--- config.mk ---
export PLATFORM = sky130hd
export DESIGN_NAME = hsl_to_rgb_pixel
export DESIGN_NICKNAME = d
export VERILOG_FILES = /design/src/hw/rtl/h2r_pkg.sv /design/src/hw/rtl/h2r_front.sv /design/src/hw/rtl/h2r_fifo.sv /design/src/hw/rtl/h2r_back.sv /design/src/hw/rtl/hsl_to_rgb_pixel.sv
export SDC_FILE = /design/constraint.sdc
export NUM_CORES = 2
export LEC_CHECK = 0
export BUFFER_PORTS_ARGS = -buffer_cell sky130_fd_sc_hd__buf_2
export CORE_ASPECT_RATIO = 0.7
export CORE_MARGIN = 3
export CORE_UTILIZATION = 57
export DETAILED_ROUTE_END_ITERATION = 12
export HOLD_SLACK_MARGIN = 0.12
export PLACE_DENSITY_LB_ADDON = 0.1
export SYNTH_ARGS = -nofsm -noshare
export SYNTH_HDL_FRONTEND = slang
export SYNTH_SLANG_ARGS = --single-unit
--- constraint.sdc ---
create_clock -name i_clk -period 24.9 [get_ports i_clk]
set_input_delay 2.49 -clock i_clk [delete_from_list [all_inputs] [get_ports i_clk]]
set_output_delay 2.49 -clock i_clk [all_outputs]
set_load 0.02 [all_outputs]
--- src/hw/rtl/h2r_pkg.sv ---
// Shared constants, types and codes for the HSL to RGB pixel converter.
package h2r_pkg;

    localparam int FRAC_BITS_DEF = 12;
    localparam int HUE_W         = 16;
    localparam int LEVEL_W       = 13;
    localparam int CHAN_W        = 8;
    localparam int QUEUE_DEPTH   = 4;

    // Pi and two pi with 32 fraction bits.
    localparam logic [63:0] PI_Q32     = 64'h0000_0003_243F_6A88;
    localparam logic [63:0] TWO_PI_Q32 = 64'h0000_0006_487E_D511;

    localparam logic [CHAN_W-1:0] CHAN_MAX = '1;

    typedef enum logic [2:0] {
        SEC_0 = 3'd0,
        SEC_1 = 3'd1,
        SEC_2 = 3'd2,
        SEC_3 = 3'd3,
        SEC_4 = 3'd4,
        SEC_5 = 3'd5
    } t_sector;

    typedef enum logic [1:0] {
        HC_PASS = 2'd0,
        HC_NEG  = 2'd1,
        HC_OVER = 2'd2
    } t_hue_cls;

    typedef struct packed {
        logic avail;
        logic full;
    } t_q_stat;

endpackage

--- src/hw/rtl/h2r_front.sv ---
// Front pipeline: hue wrapping, hue to sector and fraction, level clamping.
module h2r_front import h2r_pkg::*; #(
    parameter int FRAC_BITS = FRAC_BITS_DEF
) (
    input  logic                    i_clk,
    input  logic                    i_rst_n,
    input  logic                    i_valid,
    output logic                    o_stall,
    input  logic signed [HUE_W-1:0] i_hue_rad,
    input  logic [LEVEL_W-1:0]      i_sat_level,
    input  logic [LEVEL_W-1:0]      i_light_level,
    output logic                    o_valid,
    input  logic                    i_stall,
    output logic [FRAC_BITS:0]      o_sat,
    output logic [FRAC_BITS:0]      o_light,
    output t_sector                 o_sector,
    output logic [FRAC_BITS:0]      o_dist
);

    localparam int NS  = 6;
    localparam int LW  = FRAC_BITS + 1;
    localparam int CW  = (LEVEL_W > LW) ? LEVEL_W : LW;
    localparam int HW  = FRAC_BITS + 3;
    localparam int AW  = HUE_W + 1;
    localparam int QW  = (AW - FRAC_BITS - 2 > 1) ? AW - FRAC_BITS - 2 : 1;
    localparam int EW  = ((AW > HW + QW) ? AW : HW + QW) + 1;
    localparam int K   = AW + HW;
    localparam int S   = HW + 36;
    localparam int SPL = (S + 1) / 2;
    localparam int MHW = S - SPL;

    localparam logic [63:0] TWO_PI_Q =
        (TWO_PI_Q32 + (64'd1 << (31 - FRAC_BITS))) >> (32 - FRAC_BITS);
    localparam logic [63:0] RECIP_T = ((64'd1 << K) + TWO_PI_Q - 64'd1) / TWO_PI_Q;
    localparam logic [127:0] M_FULL =
        ((128'd3 << (32 + S)) + 128'(PI_Q32) - 128'd1) / 128'(PI_Q32);
    localparam logic [SPL-1:0] M_LO   = M_FULL[SPL-1:0];
    localparam logic [MHW-1:0] M_HI   = M_FULL[S-1:SPL];
    localparam logic [HW-1:0]  T_H    = HW'(TWO_PI_Q);
    localparam logic [HW-1:0]  HP_MAX = HW'(64'd6 << FRAC_BITS);
    localparam logic [LW-1:0]  ONE_L  = LW'(64'd1 << FRAC_BITS);
    localparam logic [2:0]     SEC_TOP = SEC_5;

    logic [NS-1:0] r_v;
    logic [NS-1:0] adv;

    logic [AW-1:0]       r_a [2];
    t_hue_cls            r_cls [3];
    logic [HW-1:0]       r_hpass [3];
    logic [QW-1:0]       r_q;
    logic [HW-1:0]       r_rem;
    logic [HW-1:0]       r_hw;
    logic [HW+SPL-1:0]   r_pl;
    logic [HW+MHW-1:0]   r_ph;
    t_sector             r_sec;
    logic [LW-1:0]       r_dist;
    logic [LW-1:0]       r_sat [NS];
    logic [LW-1:0]       r_lgt [NS];

    logic [AW-1:0]       hue_x;
    logic                over;
    logic [CW-1:0]       sat_x;
    logic [CW-1:0]       lgt_x;
    logic [AW-1:0]       n_a;
    t_hue_cls            n_cls;
    logic [HW-1:0]       n_hpass;
    logic [LW-1:0]       n_sat;
    logic [LW-1:0]       n_lgt;
    logic [K+QW-1:0]     q_prod;
    logic [QW-1:0]       n_q;
    logic [EW-1:0]       rem_full;
    logic [HW-1:0]       n_rem;
    logic [HW-1:0]       n_hw;
    logic [HW+SPL-1:0]   n_pl;
    logic [HW+MHW-1:0]   n_ph;
    logic [HW+S-1:0]     hp_sum;
    logic [HW-1:0]       hp;
    logic [HW-1:0]       hp_c;
    logic [2:0]          sec_raw;
    logic [FRAC_BITS:0]  tmod;
    t_sector             n_sec;
    logic [LW-1:0]       n_dist;

    // A stage moves on when it is empty or the stage after it moves on.
    always_comb begin
        adv[NS-1] = !r_v[NS-1] || !i_stall;
        for (int k = NS - 2; k >= 0; k--) begin
            adv[k] = !r_v[k] || adv[k+1];
        end
    end

    assign o_stall = !adv[0];

    // Stage 0: classify the hue and clamp the levels.
    assign hue_x = {i_hue_rad[HUE_W-1], i_hue_rad};
    assign over  = !hue_x[AW-1] && (EW'(hue_x) > EW'(TWO_PI_Q));
    assign sat_x = CW'(i_sat_level);
    assign lgt_x = CW'(i_light_level);
    assign n_sat = (sat_x > CW'(ONE_L)) ? ONE_L : LW'(sat_x);
    assign n_lgt = (lgt_x > CW'(ONE_L)) ? ONE_L : LW'(lgt_x);
    assign n_hpass = HW'(hue_x);

    always_comb begin
        if (hue_x[AW-1]) begin
            n_cls = HC_NEG;
            n_a   = AW'(0) - hue_x;
        end else if (over) begin
            n_cls = HC_OVER;
            n_a   = hue_x - AW'(1);
        end else begin
            n_cls = HC_PASS;
            n_a   = hue_x;
        end
    end

    // Stage 1: quotient by two pi through an exact reciprocal.
    assign q_prod = (K+QW)'(r_a[0]) * (K+QW)'(RECIP_T);
    assign n_q    = q_prod[K+QW-1:K];

    // Stage 2: remainder.
    assign rem_full = EW'(r_a[1]) - EW'(r_q) * EW'(TWO_PI_Q);
    assign n_rem    = rem_full[HW-1:0];

    // Stage 3: negative hues land in [0, 2pi), large ones in (0, 2pi].
    always_comb begin
        unique case (r_cls[2])
            HC_NEG:  n_hw = (r_rem == '0) ? '0 : T_H - r_rem;
            HC_OVER: n_hw = r_rem + HW'(1);
            HC_PASS: n_hw = r_hpass[2];
            default: n_hw = r_hpass[2];
        endcase
    end

    // Stage 4: partial products of hue times 3/pi.
    assign n_pl = (HW+SPL)'(r_hw) * (HW+SPL)'(M_LO);
    assign n_ph = (HW+MHW)'(r_hw) * (HW+MHW)'(M_HI);

    // Stage 5: sector and distance of the scaled hue, taken modulo two, from one.
    assign hp_sum  = ((HW+S)'(r_ph) << SPL) + (HW+S)'(r_pl);
    assign hp      = hp_sum[HW+S-1:S];
    assign hp_c    = (hp > HP_MAX) ? HP_MAX : hp;
    assign sec_raw = hp_c[HW-1:FRAC_BITS];
    assign n_sec   = (sec_raw > SEC_TOP) ? SEC_5 : t_sector'(sec_raw);
    assign tmod    = hp_c[FRAC_BITS:0];
    assign n_dist  = tmod[FRAC_BITS] ? {1'b0, tmod[FRAC_BITS-1:0]}
                                     : ONE_L - {1'b0, tmod[FRAC_BITS-1:0]};

    always_ff @(posedge i_clk) begin
        if (!i_rst_n) begin
            r_v <= '0;
        end else begin
            if (adv[0]) begin
                r_v[0] <= i_valid;
            end
            for (int k = 1; k < NS; k++) begin
                if (adv[k]) begin
                    r_v[k] <= r_v[k-1];
                end
            end
        end
    end

    always_ff @(posedge i_clk) begin
        if (adv[0]) begin
            r_a[0]     <= n_a;
            r_cls[0]   <= n_cls;
            r_hpass[0] <= n_hpass;
            r_sat[0]   <= n_sat;
            r_lgt[0]   <= n_lgt;
        end
        if (adv[1]) begin
            r_a[1]     <= r_a[0];
            r_q        <= n_q;
            r_cls[1]   <= r_cls[0];
            r_hpass[1] <= r_hpass[0];
        end
        if (adv[2]) begin
            r_rem      <= n_rem;
            r_cls[2]   <= r_cls[1];
            r_hpass[2] <= r_hpass[1];
        end
        if (adv[3]) begin
            r_hw <= n_hw;
        end
        if (adv[4]) begin
            r_pl <= n_pl;
            r_ph <= n_ph;
        end
        if (adv[5]) begin
            r_sec  <= n_sec;
            r_dist <= n_dist;
        end
        for (int k = 1; k < NS; k++) begin
            if (adv[k]) begin
                r_sat[k] <= r_sat[k-1];
                r_lgt[k] <= r_lgt[k-1];
            end
        end
    end

    assign o_valid  = r_v[NS-1];
    assign o_sat    = r_sat[NS-1];
    assign o_light  = r_lgt[NS-1];
    assign o_sector = r_sec;
    assign o_dist   = r_dist;

endmodule

--- src/hw/rtl/h2r_fifo.sv ---
// Short register queue between the front and back pipelines.
module h2r_fifo import h2r_pkg::*; #(
    parameter int WIDTH = 1,
    parameter int DEPTH = QUEUE_DEPTH
) (
    input  logic             i_clk,
    input  logic             i_rst_n,
    input  logic             i_valid,
    input  logic [WIDTH-1:0] i_data,
    input  logic             i_stall,
    output logic [WIDTH-1:0] o_data,
    output t_q_stat          o_stat
);

    localparam int PW   = (DEPTH > 1) ? $clog2(DEPTH) : 1;
    localparam int CNTW = $clog2(DEPTH + 1);

    logic [WIDTH-1:0] r_mem [DEPTH];
    logic [PW-1:0]    r_wp;
    logic [PW-1:0]    r_rp;
    logic [CNTW-1:0]  r_cnt;

    logic             full;
    logic             avail;
    logic             push;
    logic             pop;
    logic [PW-1:0]    n_wp;
    logic [PW-1:0]    n_rp;
    logic [CNTW-1:0]  n_cnt;

    assign full  = (r_cnt == CNTW'(DEPTH));
    assign avail = (r_cnt != '0);
    assign push  = i_valid && !full;
    assign pop   = avail && !i_stall;

    assign n_wp = (r_wp == PW'(DEPTH - 1)) ? '0 : r_wp + PW'(1);
    assign n_rp = (r_rp == PW'(DEPTH - 1)) ? '0 : r_rp + PW'(1);

    always_comb begin
        n_cnt = r_cnt;
        if (push && !pop) begin
            n_cnt = r_cnt + CNTW'(1);
        end else if (pop && !push) begin
            n_cnt = r_cnt - CNTW'(1);
        end
    end

    always_ff @(posedge i_clk) begin
        if (!i_rst_n) begin
            r_wp  <= '0;
            r_rp  <= '0;
            r_cnt <= '0;
        end else begin
            r_cnt <= n_cnt;
            if (push) begin
                r_wp <= n_wp;
            end
            if (pop) begin
                r_rp <= n_rp;
            end
        end
    end

    always_ff @(posedge i_clk) begin
        if (push) begin
            r_mem[r_wp] <= i_data;
        end
    end

    assign o_data       = r_mem[r_rp];
    assign o_stat.avail = avail;
    assign o_stat.full  = full;

endmodule

--- src/hw/rtl/h2r_back.sv ---
// Back pipeline: chroma, second component, lightness offset and 8-bit channels.
module h2r_back import h2r_pkg::*; #(
    parameter int FRAC_BITS = FRAC_BITS_DEF
) (
    input  logic               i_clk,
    input  logic               i_rst_n,
    input  logic               i_valid,
    output logic               o_stall,
    input  logic [FRAC_BITS:0] i_sat,
    input  logic [FRAC_BITS:0] i_light,
    input  t_sector            i_sector,
    input  logic [FRAC_BITS:0] i_dist,
    output logic               o_valid,
    input  logic               i_stall,
    output logic [CHAN_W-1:0]  o_red_out,
    output logic [CHAN_W-1:0]  o_green_out,
    output logic [CHAN_W-1:0]  o_blue_out
);

    localparam int NS  = 4;
    localparam int LW  = FRAC_BITS + 1;
    localparam int CHW = 2 * FRAC_BITS + 1;
    localparam int VW  = CHW + 1;
    localparam int XW  = CHW + LW;
    localparam logic [LW-1:0] ONE_L = LW'(64'd1 << FRAC_BITS);
    localparam logic [LW:0]   ONE_X = {1'b0, ONE_L};

    logic [NS-1:0] r_v;
    logic [NS-1:0] adv;

    logic [CHW-1:0]          r_chr;
    logic [LW-1:0]           r_w;
    logic [LW-1:0]           r_lgt;
    t_sector                 r_sec [2];
    logic [2*LW-1:0]         r_pxl;
    logic [FRAC_BITS+LW-1:0] r_pxh;
    logic [VW-1:0]           r_c2;
    logic [VW-1:0]           r_m2;
    logic [VW-1:0]           r_sr;
    logic [VW-1:0]           r_sg;
    logic [VW-1:0]           r_sb;
    logic [CHAN_W-1:0]       r_red;
    logic [CHAN_W-1:0]       r_green;
    logic [CHAN_W-1:0]       r_blue;

    logic [LW:0]             two_l;
    logic [LW:0]             l_off;
    logic [LW-1:0]           span;
    logic [2*LW-1:0]         chr_prod;
    logic [CHW-1:0]          n_chr;
    logic [LW-1:0]           n_w;
    logic [2*LW-1:0]         n_pxl;
    logic [FRAC_BITS+LW-1:0] n_pxh;
    logic [VW-1:0]           n_c2;
    logic [VW-1:0]           n_m2;
    logic [XW-1:0]           x_full;
    logic [VW-1:0]           x2;
    logic [VW-1:0]           ch_r;
    logic [VW-1:0]           ch_g;
    logic [VW-1:0]           ch_b;
    logic [VW-1:0]           n_sr;
    logic [VW-1:0]           n_sg;
    logic [VW-1:0]           n_sb;

    // Scale a sum with 2*FRAC_BITS+1 fraction bits by 255 and saturate.
    function automatic logic [CHAN_W-1:0] to_byte(input logic [VW-1:0] v);
        logic [VW+CHAN_W-1:0] p;
        logic [CHAN_W:0]      q;
        p = {v, CHAN_W'(0)} - (VW+CHAN_W)'(v);
        q = p[VW+CHAN_W-1:VW-1];
        to_byte = q[CHAN_W] ? CHAN_MAX : q[CHAN_W-1:0];
    endfunction

    always_comb begin
        adv[NS-1] = !r_v[NS-1] || !i_stall;
        for (int k = NS - 2; k >= 0; k--) begin
            adv[k] = !r_v[k] || adv[k+1];
        end
    end

    assign o_stall = !adv[0];

    // Stage 0: chroma = (1 - |2L - 1|) * S, kept exact, and the weight 1 - dist.
    assign two_l    = {i_light, 1'b0};
    assign l_off    = (two_l >= ONE_X) ? two_l - ONE_X : ONE_X - two_l;
    assign span     = ONE_L - l_off[LW-1:0];
    assign chr_prod = (2*LW)'(span) * (2*LW)'(i_sat);
    assign n_chr    = chr_prod[CHW-1:0];
    assign n_w      = ONE_L - i_dist;

    // Stage 1: split product chroma * (1 - dist), doubled chroma and offset m.
    assign n_pxl = (2*LW)'(r_chr[FRAC_BITS:0]) * (2*LW)'(r_w);
    assign n_pxh = (FRAC_BITS+LW)'(r_chr[CHW-1:LW]) * (FRAC_BITS+LW)'(r_w);
    assign n_c2  = {r_chr, 1'b0};
    assign n_m2  = (VW'(r_lgt) << LW) - VW'(r_chr);

    // Stage 2: finish x, route the components by sector and add m.
    assign x_full = (XW'(r_pxh) << LW) + XW'(r_pxl);
    assign x2     = VW'(x_full >> (FRAC_BITS - 1));

    always_comb begin
        unique case (r_sec[1])
            SEC_0: begin ch_r = r_c2; ch_g = x2;   ch_b = '0;   end
            SEC_1: begin ch_r = x2;   ch_g = r_c2; ch_b = '0;   end
            SEC_2: begin ch_r = '0;   ch_g = r_c2; ch_b = x2;   end
            SEC_3: begin ch_r = '0;   ch_g = x2;   ch_b = r_c2; end
            SEC_4: begin ch_r = x2;   ch_g = '0;   ch_b = r_c2; end
            SEC_5: begin ch_r = r_c2; ch_g = '0;   ch_b = x2;   end
            default: begin ch_r = r_c2; ch_g = '0; ch_b = x2;   end
        endcase
    end

    assign n_sr = ch_r + r_m2;
    assign n_sg = ch_g + r_m2;
    assign n_sb = ch_b + r_m2;

    always_ff @(posedge i_clk) begin
        if (!i_rst_n) begin
            r_v <= '0;
        end else begin
            if (adv[0]) begin
                r_v[0] <= i_valid;
            end
            for (int k = 1; k < NS; k++) begin
                if (adv[k]) begin
                    r_v[k] <= r_v[k-1];
                end
            end
        end
    end

    always_ff @(posedge i_clk) begin
        if (adv[0]) begin
            r_chr    <= n_chr;
            r_w      <= n_w;
            r_lgt    <= i_light;
            r_sec[0] <= i_sector;
        end
        if (adv[1]) begin
            r_pxl    <= n_pxl;
            r_pxh    <= n_pxh;
            r_c2     <= n_c2;
            r_m2     <= n_m2;
            r_sec[1] <= r_sec[0];
        end
        if (adv[2]) begin
            r_sr <= n_sr;
            r_sg <= n_sg;
            r_sb <= n_sb;
        end
        if (adv[3]) begin
            r_red   <= to_byte(r_sr);
            r_green <= to_byte(r_sg);
            r_blue  <= to_byte(r_sb);
        end
    end

    assign o_valid     = r_v[NS-1];
    assign o_red_out   = r_red;
    assign o_green_out = r_green;
    assign o_blue_out  = r_blue;

endmodule

--- src/hw/rtl/hsl_to_rgb_pixel.sv ---
// HSL to RGB pixel converter, top level.
// Input channel: i_valid / o_stall with i_hue_rad (signed radians), i_sat_level and
// i_light_level (unsigned, 1.0 at 2^FRAC_BITS). A transaction is taken at a rising
// edge with i_valid high and o_stall low.
// Output channel: o_valid / i_stall with o_red_out, o_green_out, o_blue_out.
// A transaction completes at a rising edge with o_valid high and i_stall low.
// Throughput: one pixel per clock cycle, sustained for as long as the receiver
// keeps i_stall low.
// On its way to the output a pixel passes through six front stages (hue wrap, hue
// scaling, sector split), the queue, and four back stages (chroma, products,
// channel sums, 8-bit scaling).
// When the receiver stalls, the back stages fill first, then the four-entry queue,
// then the front stages; o_stall rises only once all of them are full, and a
// waiting result is held unchanged on the outputs.
// Reset is synchronous and active low; it empties the pipelines and the queue,
// so o_valid is low in the cycle after reset.
module hsl_to_rgb_pixel import h2r_pkg::*; #(
    parameter int FRAC_BITS = FRAC_BITS_DEF
) (
    input  logic                    i_clk,
    input  logic                    i_rst_n,
    input  logic                    i_valid,
    output logic                    o_stall,
    input  logic signed [HUE_W-1:0] i_hue_rad,
    input  logic [LEVEL_W-1:0]      i_sat_level,
    input  logic [LEVEL_W-1:0]      i_light_level,
    output logic                    o_valid,
    input  logic                    i_stall,
    output logic [CHAN_W-1:0]       o_red_out,
    output logic [CHAN_W-1:0]       o_green_out,
    output logic [CHAN_W-1:0]       o_blue_out
);

    localparam int LW    = FRAC_BITS + 1;
    localparam int SEC_W = $bits(t_sector);
    localparam int QWID  = 3 * LW + SEC_W;

    logic            f_valid;
    logic [LW-1:0]   f_sat;
    logic [LW-1:0]   f_lgt;
    t_sector         f_sec;
    logic [LW-1:0]   f_dist;
    logic [QWID-1:0] q_in;
    logic [QWID-1:0] q_out;
    t_q_stat         q_stat;
    logic            b_stall;
    logic [LW-1:0]   b_sat;
    logic [LW-1:0]   b_lgt;
    logic [LW-1:0]   b_dist;
    logic [SEC_W-1:0] b_sec_bits;

    h2r_front #(
        .FRAC_BITS(FRAC_BITS)
    ) u_front (
        .i_clk         (i_clk),
        .i_rst_n       (i_rst_n),
        .i_valid       (i_valid),
        .o_stall       (o_stall),
        .i_hue_rad     (i_hue_rad),
        .i_sat_level   (i_sat_level),
        .i_light_level (i_light_level),
        .o_valid       (f_valid),
        .i_stall       (q_stat.full),
        .o_sat         (f_sat),
        .o_light       (f_lgt),
        .o_sector      (f_sec),
        .o_dist        (f_dist)
    );

    assign q_in = {f_sat, f_lgt, f_dist, f_sec};

    h2r_fifo #(
        .WIDTH(QWID),
        .DEPTH(QUEUE_DEPTH)
    ) u_queue (
        .i_clk   (i_clk),
        .i_rst_n (i_rst_n),
        .i_valid (f_valid),
        .i_data  (q_in),
        .i_stall (b_stall),
        .o_data  (q_out),
        .o_stat  (q_stat)
    );

    assign {b_sat, b_lgt, b_dist, b_sec_bits} = q_out;

    h2r_back #(
        .FRAC_BITS(FRAC_BITS)
    ) u_back (
        .i_clk       (i_clk),
        .i_rst_n     (i_rst_n),
        .i_valid     (q_stat.avail),
        .o_stall     (b_stall),
        .i_sat       (b_sat),
        .i_light     (b_lgt),
        .i_sector    (t_sector'(b_sec_bits)),
        .i_dist      (b_dist),
        .o_valid     (o_valid),
        .i_stall     (i_stall),
        .o_red_out   (o_red_out),
        .o_green_out (o_green_out),
        .o_blue_out  (o_blue_out)
    );

`ifndef SYNTHESIS
    // The input side may only be held off once the queue has filled up.
    a_stall_needs_full: assert property (@(posedge i_clk) disable iff (!i_rst_n)
        o_stall |-> q_stat.full)
        else $error("input stalled while the queue has room");

    // A full queue that the back end does not drain stays full.
    a_full_holds: assert property (@(posedge i_clk) disable iff (!i_rst_n)
        (q_stat.full && b_stall) |=> q_stat.full)
        else $error("queue level changed without a transaction");

    a_reset_idle: assert property (@(posedge i_clk)
        !i_rst_n |=> !o_valid)
        else $error("result presented right after reset");
`endif

endmodule

==> results.md <==
* Max clock buf depth at 3
* Initial core utilization at 57.86%
* Mapped Area at 0.06439 mm^2
* Row Count at 102
* Worst-path clk slew at 60 ps
* Finish-stage setup viols at 0
* Full die area at about 0.12 mm^2
* M1 WL at 73.39 mm
* Yosys reg bits at 772
* Crit share post-route at between 40% and 50%
* Unrepaired setup endpoints after global routing: false
* Largest net degree at the start of global routing at 79
* Top cell type by total area after synthesis: edfxtp_1
* Placement Setup Slack at 15000 ps
* Drt initial violations at 3102
* Avg WL per Cell at 20.02 um
* Netlist cell types at 88
* Critical Path RT at 25320 ps
* Post-synthesis cell count at between 5000 and 6000
* Status: complete, no violations
* Hold Startpoint: u_front.r_hpass[0][7]
* IO Pins at between 70 and 80
* Gp weighted congestion at 0.9586
* Mean Syn Cell Area at roughly 11 um^2
* CP Capture Type: register
* Total wire length at 146.4 mm
* Via/cell ratio at 5.578
* Post-synth EDFFs at between 700 and 800
* Initial antenna violation count at 3
* Crit-path max FO at 34
* Rel. slew slack at 11.78%
* Most instantiated library cell after synthesis: inv_1
* CTS tree: done
* Final worst setup slack at around 15000 ps
* Max Cap Viol at 0
* Post-DP HPWL at 112.9 mm
* Cts repair resizes at 0
* Fill cells at ~9000
* TritonCTS Sinks at 772
* Met3 wire length at 11.51 mm
* Crit path time final at ~10000 ps
* Min-delay worst type: reg2reg
* Nets at 7215
* Area grow syn2layout at 7.687%
* Drt pass-1 iters at 5
* Final core occ at 62.31%
* Type of origin of the critical path: register
* Die W at about 400 um
* Hold Vio Cnt, Final at 0
* Hold buffers post-CTS at 0
* Vias in the first global route at 41470
* Max layer used: met4
* Drc violations at 0
* Slew of the pin with the lowest slew margin at 1306 ps
* Yosys top cell area share at 35.11%
* Ranking of synthesized cells by area: edfxtp_1 (35%), fa_1 (19%), ha_1 (16%)
* Core ar. at 0.1113 mm^2
* CTS Root Buffer Type: clkbuf_16
* Share of cells above drive strength 1 at 6.028%
* Final ANT Viol Nets at 0
* Main flop type after synthesis: edfxtp_1
* Setup TNS at 0 ps
* Synth async-reset ratio at 0%
* CTS H-tree lvls at 3
* Crit path top cell by count: fa_1
* Postcts setup bufs at 0
* Slew Viols, Final at 0
* GRT Util Overall at 25.90%
* Global-route wire length before repair at roughly 240 mm
* Diode count at 0
* Die height at 287.2 um
* CP max stage delay at 780 ps
* Clock skew at 63.28 ps
* Crit path DAT at 10410 ps
* Synth warn at 0
* Later-pin clock latency in the skew report at 710 ps
* GRT Residual Overflow at 0
* Commonest cells post-synth: inv_1 (950), ha_1 (801), edfxtp_1 (753)
* Sequential fraction of the synthesis area at 35.71%
* Met2 routed WL at 59.43 mm
* Crit-path slowest cell: xnor2_1
* Input/output buffers at between 70 and 80
* Critical path class: reg2reg
* CTS buffer count at 78
* Via count at 40800
* Worst-case hold slack at about 410 ps
* Max Freq at 100.1 MHz
* Post-synthesis net count at 7131
per-stage QoR:
step	instance area, um^2	std cells
3_3_place_gp	66630	7169
4_1_cts	69340	7314
5_1_grt	69340	7314
3_5_place_dp	66630	7169
2_1_floorplan	64390	5657
6_report	69340	7314
layout make-up:
type | instances | area, um^2 | area share, %
Clock buffer | 86 | 1982 | 2.858
Clock inverter | 59 | 732.0 | 1.056
Inverter | 951 | 3571 | 5.150
Multi-Input combinational cell | 3810 | 37390 | 53.93
Sequential cell | 772 | 22990 | 33.16
Tap cell | 1508 | 1887 | 2.721
Timing Repair Buffer | 128 | 783.3 | 1.130
worst paths after layout:
| kind | end | slack (ps) | cells past startpoint |
|---|---|---|---|
| setup / recovery | u_back.r_chr[24] | 14910 | 28 |
| hold / removal | u_front.r_hpass[0][22] | 410 | 0 |
| setup reg to reg | u_back.r_chr[24] | 14910 | 28 |
| hold reg to reg | u_front.r_hpass[0][22] | 410 | 0 |
state kept, by name, summed over array words and instances (netlist names), 23 cells and up, named ones only:
signal / cells
u_back.r_chr: 24
u_back.r_sb: 26
u_queue.r_mem: 168
u_back.r_sr: 26
u_back.r_c2: 23
u_front.r_lgt: 78
u_front.r_sat: 78
u_back.r_pxh: 24
u_front.r_ph: 37
u_back.r_m2: 25
u_front.r_a: 32
u_front.r_hpass: 45
u_back.r_sg: 26
cells in the final DEF, fill, tap and decap left out, drive strengths merged, types with 35 or more instances in the layout:
cell / instances
a21oi: 192
fa: 627
clkinv: 40
xnor2: 217
ha: 801
and2: 152
o21ai: 131
nand3: 73
nor2b: 59
inv: 958
nor3: 82
xor2: 84
a21o: 81
o21a: 61
nor2: 292
nand2b: 45
clkbuf: 86
buf: 128
edfxtp: 753
a211oi: 35
nand2: 420
critical path: cells and delay by family (launching register included):
kind | cells | cell delay, ps
muxes | 2 | 870
DFF | 1 | 730
xor gates and xnor gates | 2 | 920
buffers and inverters | 5 | 790
AOI/OAI and AO/OA | 8 | 2390
and+or+nand+nor | 4 | 930
adders and majority gates | 7 | 3060
kinds of logic after synthesis:
family,after synthesis,share of synthesized area [%]
other,1,0.005824
muxes,75,1.811
and+or+nand+nor,1277,9.488
adders and majority gates,1428,35.06
xor gates and xnor gates,301,4.106
DFF,772,35.71
buffers and inverters,1075,6.303
AOI/OAI and AO/OA,728,7.525
routing by layer:
metal  global-route usage [%]  up-vias
li1                         -    19350
met1                    41.33    20060
met2                    36.78     1253
met3                    5.305      137
met4                    4.525        0
met5                        0        -
Power is left out: the tool's default activity adds up to more than one toggle a clock period on the data nets, which glitch-free logic cannot reach.
